===== src/rtl/core/assert_macros.svh =====
// Assertion macros shared by the reassembly tracker RTL.
// No dependencies.
`ifndef ASSERT_MACROS_SVH
`define ASSERT_MACROS_SVH
`define ASSERT_IMPL(label, clk, rst_n, ante, cons) \
	label: assert property (@(posedge clk) disable iff (!rst_n) (ante) |-> (cons)) \
	else $error("assertion failed");
`define ASSERT_NEXT(label, clk, rst_n, ante, cons) \
	label: assert property (@(posedge clk) disable iff (!rst_n) (ante) |=> (cons)) \
	else $error("assertion failed");
`endif


===== src/rtl/core/frt_pkg.sv =====
// Types and constants for the fragment reassembly tracker.
// No dependencies.
package frt_pkg;
	localparam logic [7:0] TYPE_WHOLE = 8'hBB;
	localparam logic [7:0] TYPE_FRAG = 8'h1B;
	localparam logic [15:0] FRAG_HDR_LEN = 16'd8;
	localparam logic [15:0] EXPIRY_RESET = 16'd60;
	localparam logic [2:0] ST_WHOLE = 3'd0;
	localparam logic [2:0] ST_STORED = 3'd1;
	localparam logic [2:0] ST_COMPLETE = 3'd2;
	localparam logic [2:0] ST_BAD_INDEX = 3'd3;
	localparam logic [2:0] ST_UNKNOWN = 3'd4;
	localparam logic [2:0] ST_FULL = 3'd5;
	localparam logic [2:0] ST_SWEEP = 3'd6;
	localparam logic [2:0] ST_EMPTY = 3'd7;
	localparam logic [1:0] OP_IMM = 2'd0;
	localparam logic [1:0] OP_FRAG = 2'd1;
	localparam logic [1:0] OP_SWEEP = 2'd2;
	typedef struct packed {
		logic [1:0] op;
		logic [2:0] status;
		logic [31:0] now;
		logic [15:0] payload;
		logic [31:0] id;
		logic [15:0] idx;
		logic [7:0] count;
		logic [23:0] bytes;
	} frt_cmd_t;
endpackage


===== src/rtl/core/frt_front.sv =====
// Front end: accepts items, classifies them and queues commands.
// Depends on frt_pkg.
module frt_front (
	input logic clk,
	input logic arst_n,
	input logic in_valid,
	input logic req_type,
	input logic [31:0] now_seconds,
	input logic [15:0] datagram_len,
	input logic [7:0] type_byte,
	input logic [31:0] bundle_id,
	input logic [15:0] fragment_index,
	input logic [7:0] fragment_count,
	output logic full,
	output logic empty,
	output frt_pkg::frt_cmd_t head,
	input logic pop
);
	import frt_pkg::*;
	frt_cmd_t cmd;
	frt_cmd_t fifo_q [2];
	logic wr_q, rd_q;
	logic [1:0] cnt_q;
	always_comb begin
		cmd = '0;
		cmd.now = now_seconds;
		cmd.id = bundle_id;
		cmd.idx = fragment_index;
		cmd.count = fragment_count;
		cmd.payload = datagram_len - FRAG_HDR_LEN;
		cmd.op = OP_IMM;
		if (req_type) begin
			cmd.op = OP_SWEEP;
		end else if (datagram_len == '0) begin
			cmd.status = ST_EMPTY;
		end else if (type_byte == TYPE_WHOLE) begin
			cmd.status = ST_WHOLE;
			cmd.bytes = {8'd0, datagram_len - 16'd1};
		end else if (type_byte == TYPE_FRAG && datagram_len >= FRAG_HDR_LEN) begin
			cmd.op = OP_FRAG;
		end else begin
			cmd.status = ST_UNKNOWN;
		end
	end
	assign full = cnt_q == 2'd2;
	assign empty = cnt_q == 2'd0;
	assign head = fifo_q[rd_q];
	always_ff @(posedge clk) begin
		if (in_valid && !full) fifo_q[wr_q] <= cmd;
	end
	always_ff @(posedge clk or negedge arst_n) begin
		if (!arst_n) begin
			wr_q <= 1'b0;
			rd_q <= 1'b0;
			cnt_q <= '0;
		end else begin
			if (in_valid && !full) wr_q <= ~wr_q;
			if (pop) rd_q <= ~rd_q;
			cnt_q <= cnt_q + {1'b0, in_valid && !full} - {1'b0, pop};
		end
	end
endmodule


===== config.mk =====
export PLATFORM = sky130hd
export DESIGN_NAME = frt_front
export DESIGN_NICKNAME = d
export VERILOG_FILES = /design/src/rtl/core/assert_macros.svh /design/src/rtl/core/frt_pkg.sv /design/src/rtl/core/frt_front.sv
export SDC_FILE = /design/constraint.sdc
export NUM_CORES = 1
export LEC_CHECK = 0
export ABC_AREA = 1
export BUFFER_PORTS_ARGS = -buffer_cell sky130_fd_sc_hd__buf_2
export CAP_MARGIN = 20
export CORE_UTILIZATION = 45
export DETAILED_ROUTE_END_ITERATION = 6
export PLACE_DENSITY = 0.76
export SLEW_MARGIN = 20
export SYNTH_ARGS = -nofsm -noshare
export SYNTH_HDL_FRONTEND = slang
export SYNTH_SLANG_ARGS = --single-unit

===== constraint.sdc =====
create_clock -name clk -period 14.4 [get_ports clk]
set_input_delay 1.44 -clock clk [delete_from_list [all_inputs] [get_ports clk]]
set_output_delay 1.44 -clock clk [all_outputs]
set_load 0.005 [all_outputs]

==> impl_results.md <==
- Static Leak: 4.66 nW
- Port Buffers: 243
- Syn Area/Cell: 18.2 µm²
- RSZ-0062 raised after global routing: no
- Largest family of logic cells by synthesized area: multiplexers
- Met3 Use GR: 4.24%
- Area growth, synth to finish: 23.5%
- WL per Instance: 17.4 µm
- Slew @ Worst Pin: 0.959 ns
- Synth warn: 0
- Initial antenna violation count: 5
- Die X: 151 µm
- DR vias: 5,356
- CP required: 12.96 ns
- Worst Path Max Fanout: 70
- M2 GR Usage: 26.8%
- MaxCap Viol Count: 0
- Register bit count reported by yosys: 252
- Worst vdd ir: 0.000110 V
- GRT busiest layer: met2
- FP Rows: 54
- Hold path cells: 1
- # Post-CTS Setup Buffers: 0
- Setup crit end kind: primary output
- Post-synth cell types: 23
- Hold_buf cts: 0
- Crit path DAT: 2.96 ns
- Nets: 929
- Min-delay worst type: reg -> reg
- Dpl cells: 1,058
- Die area: 22,700 µm²
- Synth Area in XOR/XNOR: 2.38%
- Status: finished clean
- R2R Path End: fifo_q[1][132]$_DFFE_PP_
- Final WL: 19,200 µm
- Commonest non-fill, non-tap cell in the layout: edfxtp_1
- Clk buf depth: 3
- Commonest cells after routing, fill and taps aside: edfxtp_1, buf_2, mux2_2, nor2_1, clkbuf_16
- Period utilization: 30.5%
- FF-to-FF Start: cnt_q[1]$_DFF_PN0_
- Cell Pwr Density: 189 nW/µm²
- Post-route insts no fill: 1,108
- Clock slew at reported path FFs: 0.06 ns
- TNS Setup: 0 ns
- DRC errors left: 0
- First-pass GRT wire length: 27,800 µm
- CTS tree: done
- Met1 GRT Util: 21.0%
- Tightest slew margin relative to the limit: 36.1%
- Die Y: 151 µm
- # resized after CTS: 0
- Final Max Tran Viols: 0
- Routed Antenna Nets: 0
- Drt first pass iters: 6
- Mux cell area share after synthesis: 14.0%
- CTS buffer count: 26
- Post-Synth Simple-Gate Area: 4.44%
- Flop-to-flop setup slack: 11.55 ns
- Grt ovf: 0
- Tmin final: 4.40 ns
- Pin count of the biggest net entering global routing: 71
- Hold Crit Start: cnt_q[0]$_DFF_PN0_
- Hold Fails Final Rpt: 0
- Starting Density: 45.7%
- Core Region: 21,800 µm²
- Worst-skew pair later-pin latency: 0.51 ns
- Via-to-Cell Ratio: 4.83
- Root Buffer: clkbuf_16
- I/O pins: 252
- Critical path class: reg -> out
- Cells on worst reg2reg path: 5
- Synth Area in Compound Gates: 0.0503%
- Global placement routability congestion: 0.833
- Vias in the first global route: 5,226
- CP startpoint kind: register
- Core Util, Final: 56.5%
- Final setup viols: 0
- GRT Total Usage: 16.2%
- Final Skew: 0.0142 ns
- Cell Area, Synth: 9950 µm²
- Hold Path Sink: cnt_q[0]$_DFF_PN0_
- Seq/Total Area, Yosys: 75.8%
- Post-Synth Adder-Cell Area: 0.754%
- Post-synthesis instance total: 547
- Max Fclk: 0.227 GHz
- TritonCTS Sinks: 252
- Layout cells sized above 1: 52.8%
- H-tree levels: 1
- 1st-iter DRT viols: 183
- Detailed Place HPWL: 12,800 µm
-- logic make-up after synthesis --
group | count (synthesis)
AOI/OAI and AO/OA | 1
other | 1
buffers and inverters | 44
xor gates and xnor gates | 27
muxes | 124
and+or+nand+nor | 92
DFF | 252
adders and majority gates | 6
-- metal layers --
| layer | vias to the layer above | wire [µm] |
|---|---|---|
| met5 | - | 29 |
| met4 | 4 | 337 |
| met3 | 32 | 1640 |
| met2 | 189 | 9320 |
| met1 | 2590 | 7900 |
| li1 | 2541 | - |
-- Yosys cell counts, drive strengths merged --
cell,number,area (µm²)
nor4,1,6.26
nor2,51,251
xor2,22,193
buf,24,170
nand4,3,18.8
edfxtp,248,7450
conb,1,3.75
nand3,6,30.0
nor3,1,5.00
ha,6,75.1
o21ai,1,5.00
inv,20,77.6
xnor2,5,43.8
nand2,30,130
dfrtp,4,100
mux2,124,1400
-- worst max-delay path by stage --
| stage | startpoint | to | slack (ns) | depth (start not counted) |
|---|---|---|---|---|
| after global placement | in_valid | fifo_q[1][75]$_DFFE_PP_ | 10.48 | 5 |
| after floorplan | in_valid | fifo_q[0][0]$_DFFE_PP_ | 6.99 | 2 |
| after CTS | rd_q$_DFFE_PN0P_ | head[128] | 9.95 | 3 |
| after detailed placement | in_valid | fifo_q[1][74]$_DFFE_PP_ | 10.47 | 5 |
| after global routing | rd_q$_DFFE_PN0P_ | head[128] | 9.82 | 3 |
| final | rd_q$_DFFE_PN0P_ | head[128] | 10.00 | 3 |
-- report_power, final --
part	internal [W]	switching [W]	total, W
Sequential	0.00101	0.0000648	0.00107
Clock	0.000396	0.000261	0.000657
Combinational	0.000299	0.000300	0.000599
-- cell type report --
type | count | area, µm²
Fill cell | 1738 | 9470
Sequential cell | 252 | 7550
Multi-Input combinational cell | 258 | 2200
Timing Repair Buffer | 248 | 1250
Clock buffer | 32 | 694
Tap cell | 280 | 350
Clock inverter | 16 | 159
Inverter | 20 | 77.6
Antenna cell | 2 | 5.00
-- state kept, by name, summed over array words and instances (netlist names) --
| register | cells |
|---|---|
| rd_q | 1 |
| fifo_q | 248 |
| wr_q | 1 |
| cnt_q | 2 |
-- worst max-delay path, stage by stage, from the launching register on --
cell	delay [ns]
dfrtp_4	0.89
buf_4	0.87
mux2_2	0.46
buf_2	0.15
-- per-stage QoR --
stage	cell area (µm²)	setup slack (ns)	hold slack, ns	power [W]
after floorplan	9980	6.99	0.518	0.00146
after global placement	11400	10.48	0.533	0.00168
after detailed placement	11400	10.47	0.560	0.00170
after CTS	12300	9.95	0.573	0.00236
after global routing	12300	9.82	0.617	0.00245
final	12300	10.00	0.569	0.00233
No activity file was read; power rests on OpenSTA's default activity.
